File: src/hdl/lca_pkg.sv
package lca_pkg;

  // default grid size
  localparam int DEF_GRID_COLS = 64;
  localparam int DEF_GRID_ROWS = 64;

  // field widths fixed by the item format
  localparam int OP_W    = 2;
  localparam int COORD_W = 6;
  localparam int CFG_W   = 6;
  localparam int PADDR_W = 3;
  localparam int PDATA_W = 32;

  // reset value of the area limits
  localparam logic [CFG_W-1:0] AREA_MAX_RST = 6'd63;

  // neighbour counts of the B3/S23 rule
  localparam logic [3:0] NB_SURVIVE = 4'd2;
  localparam logic [3:0] NB_BIRTH   = 4'd3;

  // operation codes
  localparam logic [OP_W-1:0] OP_TOGGLE = 2'd0;
  localparam logic [OP_W-1:0] OP_STEP   = 2'd1;
  localparam logic [OP_W-1:0] OP_READ   = 2'd2;

  // register index, taken from paddr bit 2
  localparam logic REG_LAST_COL = 1'b0;
  localparam logic REG_LAST_ROW = 1'b1;

  typedef struct packed {
    logic [OP_W-1:0]    op;
    logic [COORD_W-1:0] cell_col;
    logic [COORD_W-1:0] cell_row;
  } in_item_t;

  typedef struct packed {
    logic cell_value;
    logic out_of_area;
  } out_item_t;

  typedef enum logic [2:0] {
    ST_CLEAR,
    ST_IDLE,
    ST_ACCESS,
    ST_STEP,
    ST_RESP
  } state_t;

endpackage

File: src/hdl/lca_grid_mem.sv
module lca_grid_mem #(
  parameter int ROWS = lca_pkg::DEF_GRID_ROWS,
  parameter int COLS = lca_pkg::DEF_GRID_COLS,
  localparam int RW = $clog2(ROWS)
) (
  input  logic            clk,
  input  logic            we,
  input  logic [RW-1:0]   waddr,
  input  logic [COLS-1:0] wdata,
  input  logic [RW-1:0]   raddr,
  output logic [COLS-1:0] rdata
);

  // one row of cells per entry
  logic [COLS-1:0] mem [ROWS];

  always_ff @(posedge clk) begin
    if (we) begin
      mem[waddr] <= wdata;
    end
  end

  always_ff @(posedge clk) begin
    rdata <= mem[raddr];
  end

endmodule

File: config.mk
export PLATFORM = sky130hd
export DESIGN_NAME = lca_grid_mem
export DESIGN_NICKNAME = d
export VERILOG_FILES = /design/src/hdl/lca_pkg.sv /design/src/hdl/lca_grid_mem.sv
export SDC_FILE = /design/constraint.sdc
export NUM_CORES = 2
export LEC_CHECK = 0
export BUFFER_PORTS_ARGS = -buffer_cell sky130_fd_sc_hd__clkbuf_2
export CORE_ASPECT_RATIO = 0.5
export CORE_UTILIZATION = 63
export CTS_BUF_LIST = sky130_fd_sc_hd__clkbuf_8 sky130_fd_sc_hd__clkbuf_16
export DETAILED_ROUTE_END_ITERATION = 10
export PLACE_DENSITY = 0.79
export SLEW_MARGIN = 20
export SYNTH_ARGS = -nofsm -noshare
export SYNTH_HDL_FRONTEND = slang
export SYNTH_SLANG_ARGS = --single-unit
File: constraint.sdc
create_clock -name clk -period 8.92 [get_ports clk]
set_input_delay 1.784 -clock clk [delete_from_list [all_inputs] [get_ports clk]]
set_output_delay 1.784 -clock clk [all_outputs]
set_load 0.01 [all_outputs]
==> out/results.tsv <==
metric	value	unit
outcome	complete, no violations	
layout cells sized above 1	0.274	
PwrDens	225	nW/um^2
routed vias	80144	
Lkg Pwr	0.0540	uW
DP Worst Slack	3.39	ns
nets	7012	
Initial DRC Count	15575	
I/O pin cnt	142	
FF-to-FF setup slack	6.12	ns
HP Start	mem[37][46]	
Inserted Clock Buffers	342	
maxcap violations	0	
clk slew on worst S/H paths	0.07	ns
WHS Endpoint	rdata[46]	
setup TNS	0	ns
Critical Path AT	5.45	ns
largest cells by area after synthesis	edfxtp_1 79%, mux4_2 15%, mux2i_1 0.86%	
post_cts resized	0	
Req. time, crit path	9.69	ns
Final min period	4.68	ns
Max clock buf depth	4	
Yosys warning count	0	
residual DRC count	0	
Worst Max-Slew Pin Slew	1.21	ns
first-pass GRT wire length	621000	um
most frequent cells in the layout	4096 x edfxtp_1, 1024 x mux4_2, 350 x clkbuf_16	
RSZ-0062 raised after global routing	false	
Initial Util	0.638	
H-tree depth	5	
Setup-failing EPs final	0	
Clock Latency Late Sink	0.93	ns
Slew Viols, Final	0	
core box area	245000	sq um
FF+latch area	124000	sq um
row cnt	128	
setup slack after layout	4.24	ns
Die Width	707	um
port buffer count	141	
leading cell type in the layout, fill and taps excluded	edfxtp_1	
FILL cells	12884	
root buf cell	clkbuf_16	
FF+latch count, synth	4160	
crit path from	raddr[0]	
Peak VDD IR	179	uV
CP endpoint kind	flop	
mean post-synth cell area	23.7	sq um
Worst Hold Depth	4	
Slew headroom	0.196	
Tcrit/Tclk final	0.525	
Post-CTS Setup Bufs	0	
Hold Worst Slack	0.897	ns
CP Launch Type	input pin	
drt wl/cell	42.6	um
skew final	0.0666	ns
Total GRT Usage	0.358	
global placement routability congestion	0.846	
top cell type's share of synthesized area	0.787	
max frequency	214	MHz
Via-to-Cell Ratio	7.65	
Synth Net Count	6676	
synthesized cell area	156000	sq um
CTS sink cnt	4160	
CTS tree	yes	
Die H	354	um
largest net degree at the start of global routing	121	
initial antenna violation count	39	
vias in the first global route	80677	
Hold WC Path Type	flop to flop	
Netlist cell types	33	
post-synth top area cell	edfxtp_1	
routed wire length	447000	um
worst flop-to-flop path startpoint	mem[10][48]	
Final Hold Violating Endpoints	0	
register area share after synthesis	0.795	
Worst Reg-to-Reg Cells	5	
Pre-antenna DRT Iters	8	
WS Path Type	input pin to flop	
post-detail-place hpwl	223000	um
Worst Path Max Fanout	94	
ANT nets after route	0	
Synth-to-Final Area Change	10.6	%
global route overflow	0	
Power Total	38900	uW
Hold-fix buffers, CTS	0	
area occupied by multi-input gates	30800	sq um
die area	250000	sq um
worst r2r dst	rdata[48]	
Cells after Synth	6598	
-- layout make-up --
type	instances	share of cell area
multi-input cells	2049	0.178
flip-flops and latches	4160	0.719
clock buffers	372	0.0524
repair buffers	362	0.0157
diodes	20	0.000289
well taps	3250	0.0235
clock inverters	245	0.0107
inverters	19	0.000413
-- kinds of logic after synthesis --
group                  Yosys count  share of synthesized area
DFF                           4160                      0.795
and+or+nand+nor                386                     0.0124
buffers and inverters          389                     0.0118
muxes                         1159                      0.156
AOI/OAI and AO/OA              504                     0.0248
-- worst max path at each step --
| stage | endpoint | slack, ns | cells after the start |
|---|---|---|---|
| after floorplan | mem[48][0] | 1.70 | 4 |
| after global placement | rdata[28] | 3.38 | 7 |
| after detailed placement | rdata[28] | 3.39 | 7 |
| after CTS | rdata[28] | 4.31 | 7 |
| after global routing | rdata[25] | 4.08 | 7 |
| final | rdata[18] | 4.24 | 7 |
-- layer usage --
metal  up-vias  wire length, um  GRT usage
met5         -              433          0
met4        36            25800      0.172
met3      1516            75300      0.114
li1      29109                -          -
met2      8464           203000      0.535
met1     41019           143000      0.491
-- Yosys cell counts --
| library cell | count |
|---|---|
| edfxtp_1 | 4096 |
| mux4_2 | 1024 |
| buf_2 | 170 |
| a22oi_1 | 168 |
| clkbuf_1 | 140 |
| mux2i_1 | 135 |
| nor2_1 | 112 |
| a22o_1 | 88 |
| o22ai_1 | 83 |
| and3_1 | 64 |
| dfxtp_1 | 64 |
| a211oi_1 | 63 |
| nand2_1 | 58 |
| nand3_1 | 45 |
| o221ai_1 | 38 |
| buf_4 | 34 |
| or3_1 | 29 |
| nor2b_1 | 28 |
| or2_2 | 28 |
| a41oi_1 | 26 |
| buf_1 | 20 |
| a2bb2oi_1 | 19 |
| inv_1 | 19 |
| a31oi_1 | 18 |
| nand2b_1 | 11 |
| buf_6 | 6 |
| and2_1 | 3 |
| nand3b_1 | 2 |
| nand4_1 | 2 |
| nor3_1 | 2 |
| a31o_1 | 1 |
| nand4b_1 | 1 |
| or3b_2 | 1 |
-- critical path: stages --
cell	delay [ns]
buf_12	0.49
buf_12	0.61
buf_4	0.61
mux4_2	0.65
a22oi_1	0.58
nand3_1	0.18
and3_1	0.23
-- metrics by stage --
stage	util	std cells	area [sq um]
global placement	0.660	9835	162000
finish	0.706	10477	173000
floorplan	-	6598	156000
detailed placement	0.661	9839	162000
CTS	0.705	10456	173000
global route	0.705	10460	173000
-- state kept, by name (all words and copies together) (netlist names) --
name   flops
rdata     64
mem     4096
-- report_power, final --
group | leakage, uW | internal, uW | total [uW] | switching, uW
Clock | 0.00560 | 8090 | 15200 | 7070
Sequential | 0.0374 | 21600 | 21700 | 116
Combinational | 0.0110 | 679 | 2000 | 1320
Power figures use the tool's default switching activity.
