==> src/hdl/lca_pkg.sv <==
package lca_pkg;

  // default grid size
  localparam int DEF_GRID_COLS = 64;
  localparam int DEF_GRID_ROWS = 64;

  // field widths fixed by the item format
  localparam int OP_W    = 2;
  localparam int COORD_W = 6;
  localparam int CFG_W   = 6;
  localparam int PADDR_W = 3;
  localparam int PDATA_W = 32;

  // reset value of the area limits
  localparam logic [CFG_W-1:0] AREA_MAX_RST = 6'd63;

  // neighbour counts of the B3/S23 rule
  localparam logic [3:0] NB_SURVIVE = 4'd2;
  localparam logic [3:0] NB_BIRTH   = 4'd3;

  // operation codes
  localparam logic [OP_W-1:0] OP_TOGGLE = 2'd0;
  localparam logic [OP_W-1:0] OP_STEP   = 2'd1;
  localparam logic [OP_W-1:0] OP_READ   = 2'd2;

  // register index, taken from paddr bit 2
  localparam logic REG_LAST_COL = 1'b0;
  localparam logic REG_LAST_ROW = 1'b1;

  typedef struct packed {
    logic [OP_W-1:0]    op;
    logic [COORD_W-1:0] cell_col;
    logic [COORD_W-1:0] cell_row;
  } in_item_t;

  typedef struct packed {
    logic cell_value;
    logic out_of_area;
  } out_item_t;

  typedef enum logic [2:0] {
    ST_CLEAR,
    ST_IDLE,
    ST_ACCESS,
    ST_STEP,
    ST_RESP
  } state_t;

endpackage

==> src/hdl/lca_row_update.sv <==
module lca_row_update #(
  parameter int COLS = lca_pkg::DEF_GRID_COLS,
  localparam int CW = $clog2(COLS)
) (
  input  logic [COLS-1:0] up_row,
  input  logic [COLS-1:0] mid_row,
  input  logic [COLS-1:0] dn_row,
  input  logic [CW-1:0]   cmax,
  output logic [COLS-1:0] new_row
);

  logic [COLS-1:0] col_mask;
  logic [COLS+1:0] u_pad;
  logic [COLS+1:0] m_pad;
  logic [COLS+1:0] d_pad;
  logic [COLS-1:0] live;

  // columns inside the active area
  always_comb begin
    for (int c = 0; c < COLS; c++) begin
      col_mask[c] = (CW'(c) <= cmax);
    end
  end

  // cells outside the area and outside the grid count as dead
  assign u_pad = {1'b0, up_row & col_mask, 1'b0};
  assign m_pad = {1'b0, mid_row & col_mask, 1'b0};
  assign d_pad = {1'b0, dn_row & col_mask, 1'b0};

  // per-column neighbour count and rule
  always_comb begin
    logic [3:0] cnt;
    for (int c = 0; c < COLS; c++) begin
      cnt = 4'(u_pad[c]) + 4'(u_pad[c+1]) + 4'(u_pad[c+2])
          + 4'(m_pad[c]) + 4'(m_pad[c+2])
          + 4'(d_pad[c]) + 4'(d_pad[c+1]) + 4'(d_pad[c+2]);
      live[c] = (cnt == lca_pkg::NB_BIRTH) ||
                ((cnt == lca_pkg::NB_SURVIVE) && m_pad[c+1]);
    end
  end

  // cells right of the area keep their value
  assign new_row = (live & col_mask) | (mid_row & ~col_mask);

endmodule

==> config.mk <==
export PLATFORM = sky130hd
export DESIGN_NAME = lca_row_update
export DESIGN_NICKNAME = d
export VERILOG_FILES = /design/src/hdl/lca_pkg.sv /design/src/hdl/lca_row_update.sv
export SDC_FILE = /design/constraint.sdc
export NUM_CORES = 1
export LEC_CHECK = 0
export BUFFER_PORTS_ARGS = -buffer_cell sky130_fd_sc_hd__buf_2
export CORE_MARGIN = 5
export CORE_UTILIZATION = 30
export DETAILED_ROUTE_END_ITERATION = 16
export GPL_ROUTABILITY_DRIVEN = 0
export PLACE_DENSITY = 0.49
export SYNTH_ARGS = -nofsm -noshare
export SYNTH_HDL_FRONTEND = slang
export SYNTH_SLANG_ARGS = --single-unit
==> constraint.sdc <==
create_clock -name vclk -period 13.7
set_input_delay 3.425 -clock vclk [all_inputs]
set_output_delay 3.425 -clock vclk [all_outputs]
set_load 0.05 [all_outputs]
==> results.ini <==
[outcome]
status = finished clean

[critical_path]
setup.worst_path.start_class = primary input
worstPathArrival_ns = 8.49
cp.required_ns = 10.27
cp_max_fo = 46
path_class = in -> out
cp-end-kind = output port

[pwr]
leakage_nw = 7.56
power_density_nw_per_um2 = 74.1
irDropWorstVdd_uv = 41.5

[sta]
relSlewSlack = 0.296
period_share = 0.869
hold_violations = 0
worst_slew_pin_slew_ns = 1.06
setup_viol = 0
rsz0062_at_grt = false
clock.fmax_mhz = 84.0
slew_viol_final = 0
setup_tns_ns = 0
min_period_ns = 11.91

[floorplanning]
die_h_um = 215
io_pins = 262
rows = 75
start_util = 0.302
coreArea_um2 = 41800
dieArea_um2 = 46300
die_x_um = 215

[hold_path]
hold_depth = 4
hold_path.class = in -> out

[synth]
syn_inst = 1316
synth_cell_types = 64
synth_warnings = 0
avgSynthCellArea_um2 = 9.59
synth_area_um2 = 12600
ys_seq_area_frac = 0
synthesis.nets = 1954

[global_routing]
grt_pass1_wl_um = 62500
grt_use_total = 0.164
antenna_found_initial = 5
grt_max_degree = 47
gr-total-overflow = 0
grt_pass1_vias = 11700

[detailed_routing]
drc = 0
routedWlPerCell_um = 18.2
avgViaCountPerCell = 5.05
via_count = 10500
drt-total-wl_um = 37900
drt_iter0_markers = 444
dr.pass1.iters = 5
antenna_left = 0

[cells_and_area]
n_clock_buffer = 0
layout-drive-gt1-share = 0.196
seq_cells = 0
area_growth_pct = 13.8
post-route-util = 0.344
seq_area_um2 = 0
instances_no_fill = 2084
nets = 2180

[clocking]
postCtsSetupBuffers = 0
cts_resized = 0
hold_buffers = 0

[place]
dp_cells = 2079
dp_hpwl_um = 34100
portBuffers = 262

[run]
drv_cap = 0

[cell families (layout without fill, tap and decap cells)]
| logic type | after synthesis | after routing | synth area share |
|---|---|---|---|
| and+or+nand+nor | 449 | 449 | 0.217 |
| AOI/OAI and AO/OA | 242 | 242 | 0.131 |
| buffers and inverters | 185 | 409 | 0.0660 |
| other | 0 | 5 | 0 |
| adders and majority gates | 440 | 440 | 0.586 |
[worst max-delay path: stages]
cell and delay (ns):
buf_2 0.77, nand2_1 0.29, o21ai_1 0.53, and2_1 0.26
fa_1 0.43, fa_1 0.52, inv_1 0.05, fa_1 0.48
inv_1 0.04, ha_1 0.20, fa_1 0.50, or3b_2 0.44
a32oi_1 0.22, buf_2 0.30
[Yosys cell counts, drive strengths merged, types with 4 or more instances]
| cell type | n | share of area |
|---|---|---|
| fa | 252 | 0.40 |
| ha | 188 | 0.19 |
| inv | 141 | 0.042 |
| nand2 | 115 | 0.034 |
| and2 | 101 | 0.050 |
| a21oi | 91 | 0.037 |
| and3 | 43 | 0.021 |
| nor2 | 41 | 0.013 |
| buf | 34 | 0.021 |
| a31oi | 32 | 0.016 |
| nand4b | 31 | 0.022 |
| nor3b | 31 | 0.018 |
| and4b | 29 | 0.023 |
| a21o | 22 | 0.013 |
| nor2b | 16 | 0.0079 |
| a22oi | 15 | 0.0089 |
| o32a | 11 | 0.0087 |
| clkbuf | 10 | 0.0030 |
| o21ai | 10 | 0.0040 |
| a21boi | 9 | 0.0054 |
| a2bb2oi | 9 | 0.0062 |
| or3b | 9 | 0.0062 |
| nand3 | 7 | 0.0032 |
| a32oi | 6 | 0.0042 |
| or4 | 5 | 0.0045 |
| a211o | 4 | 0.0028 |
| o211ai | 4 | 0.0024 |
| o311a | 4 | 0.0032 |
| o31ai | 4 | 0.0046 |
[area by class of cell]
type	instances	area (um^2)
Fill cell	4339	27400
Tap cell	539	674
Multi-Input combinational cell	1131	11800
Inverter	141	529
Timing Repair Buffer	268	1360
Antenna cell	5	12.5
[per-stage QoR]
stage	cell area [um^2]	worst slack [ns]	hold slack [ns]	power (W)
CTS	14300	1.72	7.27	0.00108
global placement	14300	1.75	7.27	0.00105
floorplan	12600	2.38	7.13	0.000807
finish	14400	1.79	7.27	0.00106
detailed placement	14300	1.72	7.27	0.00107
global route	14400	1.46	7.30	0.00121
[path summary, 6_finish.rpt]
path | startpoint | to | slack, ns
worst max-delay path | cmax[3] | new_row[15] | 1.79
worst min-delay path | mid_row[42] | new_row[42] | 7.27
[power by group]
part                 total (W)  switching [W]     internal (W)  leakage [nW]
clock network  0.0000000000489              0  0.0000000000489     0.0000317
logic                  0.00106       0.000660         0.000404          7.56
registers                    0              0                0             0
total                  0.00106       0.000660         0.000404          7.56
[placed cells by master (no fill, tap or decap), drive strengths merged, types with 6 or more instances in the layout]
cell type,count
a22oi,15
a31oi,32
nor3b,31
o21ai,10
a21o,22
or3b,9
ha,188
inv,141
a21oi,91
nand2,115
nand3,7
a2bb2oi,9
nor2b,16
and4b,29
and2,101
and3,43
o32a,11
nand4b,31
fa,252
a21boi,9
buf,268
a32oi,6
nor2,41
[per-layer routing]
metal	wire length, um	part of all wire	GRT usage
met5	13	0.00034	0
met4	555	0.015	0.0209
met3	1330	0.035	0.0121
met2	18600	0.49	0.291
met1	17500	0.46	0.225
No activity file was read; power rests on OpenSTA's default activity.
