[src/hdl/lca_pkg.sv]
package lca_pkg;

  // default grid size
  localparam int DEF_GRID_COLS = 64;
  localparam int DEF_GRID_ROWS = 64;

  // field widths fixed by the item format
  localparam int OP_W    = 2;
  localparam int COORD_W = 6;
  localparam int CFG_W   = 6;
  localparam int PADDR_W = 3;
  localparam int PDATA_W = 32;

  // reset value of the area limits
  localparam logic [CFG_W-1:0] AREA_MAX_RST = 6'd63;

  // neighbour counts of the B3/S23 rule
  localparam logic [3:0] NB_SURVIVE = 4'd2;
  localparam logic [3:0] NB_BIRTH   = 4'd3;

  // operation codes
  localparam logic [OP_W-1:0] OP_TOGGLE = 2'd0;
  localparam logic [OP_W-1:0] OP_STEP   = 2'd1;
  localparam logic [OP_W-1:0] OP_READ   = 2'd2;

  // register index, taken from paddr bit 2
  localparam logic REG_LAST_COL = 1'b0;
  localparam logic REG_LAST_ROW = 1'b1;

  typedef struct packed {
    logic [OP_W-1:0]    op;
    logic [COORD_W-1:0] cell_col;
    logic [COORD_W-1:0] cell_row;
  } in_item_t;

  typedef struct packed {
    logic cell_value;
    logic out_of_area;
  } out_item_t;

  typedef enum logic [2:0] {
    ST_CLEAR,
    ST_IDLE,
    ST_ACCESS,
    ST_STEP,
    ST_RESP
  } state_t;

endpackage

[src/hdl/lca_cfg_regs.sv]
module lca_cfg_regs (
  input  logic                         clk,
  input  logic                         rst,
  input  logic                         psel,
  input  logic                         penable,
  input  logic                         pwrite,
  input  logic [lca_pkg::PADDR_W-1:0]  paddr,
  input  logic [lca_pkg::PDATA_W-1:0]  pwdata,
  output logic [lca_pkg::PDATA_W-1:0]  prdata,
  output logic                         pready,
  output logic [lca_pkg::CFG_W-1:0]    last_col,
  output logic [lca_pkg::CFG_W-1:0]    last_row
);

  logic wr_en;

  assign pready = 1'b1;
  assign wr_en  = psel && penable && pwrite;

  // area limit registers
  always_ff @(posedge clk) begin
    if (rst) begin
      last_col <= lca_pkg::AREA_MAX_RST;
      last_row <= lca_pkg::AREA_MAX_RST;
    end else if (wr_en) begin
      if (paddr[2] == lca_pkg::REG_LAST_COL) begin
        last_col <= pwdata[lca_pkg::CFG_W-1:0];
      end else begin
        last_row <= pwdata[lca_pkg::CFG_W-1:0];
      end
    end
  end

  // read back
  always_comb begin
    if (paddr[2] == lca_pkg::REG_LAST_ROW) begin
      prdata = lca_pkg::PDATA_W'(last_row);
    end else begin
      prdata = lca_pkg::PDATA_W'(last_col);
    end
  end

endmodule

[config.mk]
export PLATFORM = sky130hd
export DESIGN_NAME = lca_cfg_regs
export DESIGN_NICKNAME = d
export VERILOG_FILES = /design/src/hdl/lca_pkg.sv /design/src/hdl/lca_cfg_regs.sv
export SDC_FILE = /design/constraint.sdc
export NUM_CORES = 1
export LEC_CHECK = 0
export BUFFER_PORTS_ARGS = -buffer_cell sky130_fd_sc_hd__buf_2
export CAP_MARGIN = 20
export CORE_UTILIZATION = 30
export DETAILED_ROUTE_END_ITERATION = 6
export GPL_TIMING_DRIVEN = 0
export MAX_ROUTING_LAYER = met4
export PLACE_DENSITY = 0.75
export SLEW_MARGIN = 40
export SYNTH_ARGS = -nofsm -noshare
export SYNTH_HDL_FRONTEND = slang
export SYNTH_SLANG_ARGS = --single-unit
[constraint.sdc]
create_clock -name clk -period 0.8 [get_ports clk]
set_input_delay 0.08 -clock clk [delete_from_list [all_inputs] [get_ports clk]]
set_output_delay 0.08 -clock clk [all_outputs]
set_load 0.1 [all_outputs]
==> flow_metrics.tcl <==
set metrics [dict create \
    slowest_delay_ns 0.35 \
    initial_utilization_pct 33.2 \
    min_path_type "in -> reg" \
    die-area_mm2 0.00275 \
    drt_first_pass_iters 2 \
    grt_pass1_vias 587 \
    io_buffers 27 \
    power.leakage_nw 0.868 \
    rrSetupSlack_ns -0.03 \
    path_clk_slew_ns 0.08 \
    fillers 183 \
    cts_hold_buf 0 \
    synth_top_area_share_pct 31.5 \
    hp-start "pwdata[1]" \
    placed_cells 162 \
    r2r-end "last_row[5]" \
    stdcell_area_mm2 0.00156 \
    multi_input_area_um2 438 \
    power.density_mw_per_mm2 1310 \
    path_max_fanout 2 \
    cp.required_ns 0.72 \
    cts_root_buffer "clkbuf_4" \
    synth_cell_types 10 \
    cts_made_buffers 3 \
    clk_latency_ns 0.26 \
    wl_per_cell_um 11.2 \
    vias 685 \
    ir_drop_mv 0.984 \
    rsz0062_at_grt "true" \
    remaining_drc_errors 0 \
    antenna_found_initial 0 \
    grt_pass1_wl_um 2700 \
    ys_seq_area_share_pct 31.5 \
    place_congestion 0.576 \
    setup_ws_ns -0.358 \
    crit_path_start_kind "register" \
    nets 192 \
    worstPathArrival_ns 1.08 \
    area_delta_synth_final_pct 104 \
    cts_htree_levels 1 \
    wl_um 2000 \
    drive_gt1_share_pct 64.9 \
    clock_sinks 12 \
    dpl.hpwl_um 1220 \
    clock-skew-final_ns 0 \
    finalHoldViolCount 0 \
    r2r_start "last_row[5]" \
    cp-end-kind "output pin" \
    slowest_stage "dfxtp_4" \
    status "finished with violations" \
    die_y_um 52.4 \
    total_power_mw 2.04 \
    vias_per_cell 3.83 \
    path_cells "mux2_4, buf_12" \
    utilization_pct 67.9 \
    drtIter0Drc 4 \
    grt_max_degree 11 \
    cts_tree "done" \
    drtAntennaViolNets 0 \
    synthCells 82 \
    synth_area_leader_cell "dfxtp_1" \
    grt_usage_pct 14.1 \
    maxCapViolCount 0 \
    coreArea_mm2 0.00230 \
    min_path_cells 3 \
    violations "setup timing" \
    ys_ff_latch 12 \
    period_needed_ns 1.16 \
    rows 17 \
    io_pins 85 \
    globalRouteOverflowTotal 0 \
    avgSynthCellArea_um2 9.31 \
    final_min_period_over_clock_period_pct 145 \
    fmax_ghz 0.863 \
    clock_path_buffers 2 \
    antenna_cells 0 \
    regArea_um2 285 \
    dpl_cell_area_mm2 0.00109 \
    finalSetupViolations 21 \
    stdcell_count 179 \
    die_x_um 52.4 \
    critPathKind "reg -> out" \
    ys_warn_count 0 \
    rr_worst_depth 4 \
    syn_area_um2 763 \
    drv_slew 0 \
    final_cell_mix "buf_4, conb_1, buf_12" \
    netlist_top_cells_area "dfxtp_1, buf_4, mux2i_1, nor2_1, mux2_2" \
    worstHoldEndpoint "last_col[1]" \
]
==> per-stage QoR <==
stage | setup WS (ns) | TNS (ns) | hold WS, ns
after global placement | -0.150 | -1.24 | 0.339
after floorplan | -0.207 | -1.24 | 0.250
after CTS | -0.351 | -3.90 | 0.0697
final | -0.358 | -4.01 | 0.0713
after detailed placement | -0.153 | -1.48 | 0.356
after global routing | -0.395 | -4.84 | 0.0638
==> repair_timing <==
item / in CTS / in global routing
gates cloned: 0 / 0
setup buffers: 6 / 9
pin swaps: 0 / 3
setup endpoints to repair: 18 / 22
gates resized for setup: 67 / 27
==> worst max path at each step <==
| stage | depth (start not counted) | slack, ns | end | startpoint |
|---|---|---|---|---|
| 3_3_place_gp | 2 | -0.15 | prdata[1] | last_col[1] |
| 4_1_cts | 2 | -0.35 | prdata[1] | last_row[1] |
| 6_report | 2 | -0.36 | prdata[5] | last_col[5] |
| 5_1_grt | 2 | -0.39 | prdata[1] | last_col[1] |
| 3_5_place_dp | 2 | -0.15 | prdata[3] | last_col[3] |
| 2_1_floorplan | 1 | -0.21 | prdata[0] | last_col[0] |
==> power by group <==
part	switching, mW	internal [mW]
Clock	0.193	0.180
Sequential	0.0118	0.580
Combinational	0.815	0.257
Total	1.02	1.02
==> critical path, delay by kind of cell, from the launching register on <==
| kind | cells | cell delay (ns) |
|---|---|---|
| flops | 1 | 0.35 |
| mux | 1 | 0.29 |
| buf+inv | 1 | 0.17 |
==> cells by family (layout without fill, tap and decap cells) <==
| family | count (synthesis) | in the layout | share of synthesized area, % |
|---|---|---|---|
| buffers and inverters | 30 | 74 | 29.3 |
| multiplexers | 18 | 18 | 24.6 |
| flip-flops | 12 | 12 | 31.5 |
| AND/OR/NAND/NOR | 20 | 20 | 13.6 |
| other | 2 | 27 | 0.984 |
==> layer usage <==
metal | wire (um) | share of wire (%) | GRT usage [%] | up-vias
li1 | - | - | - | 351
met1 | 746 | 37 | 15.3 | 293
met2 | 1090 | 55 | 24.9 | 41
met3 | 163 | 8.1 | 5.80 | 0
met4 | 0 | 0 | 1.32 | 0
met5 | 0 | 0 | - | -
==> flip-flops by register name (all words and copies together), names as in the netlist <==
signal	flops
last_col	6
last_row	6
==> cell usage after synthesis <==
cell / count
nand4b_4: 1
buf_4: 27
nor2_1: 18
buf_2: 2
buf_6: 1
mux2i_1: 12
mux2_2: 6
nand4_2: 1
dfxtp_1: 12
conb_1: 2
==> layout make-up <==
cell class | count | share of cell area, %
plain buffers | 30 | 14.4
clock buffers | 3 | 1.44
clock inverters | 1 | 0.241
multi-input cells | 65 | 28.1
flip-flops and latches | 12 | 18.3
well taps | 28 | 2.25
repair buffers | 40 | 35.4
(Power assumes the default switching activity.)
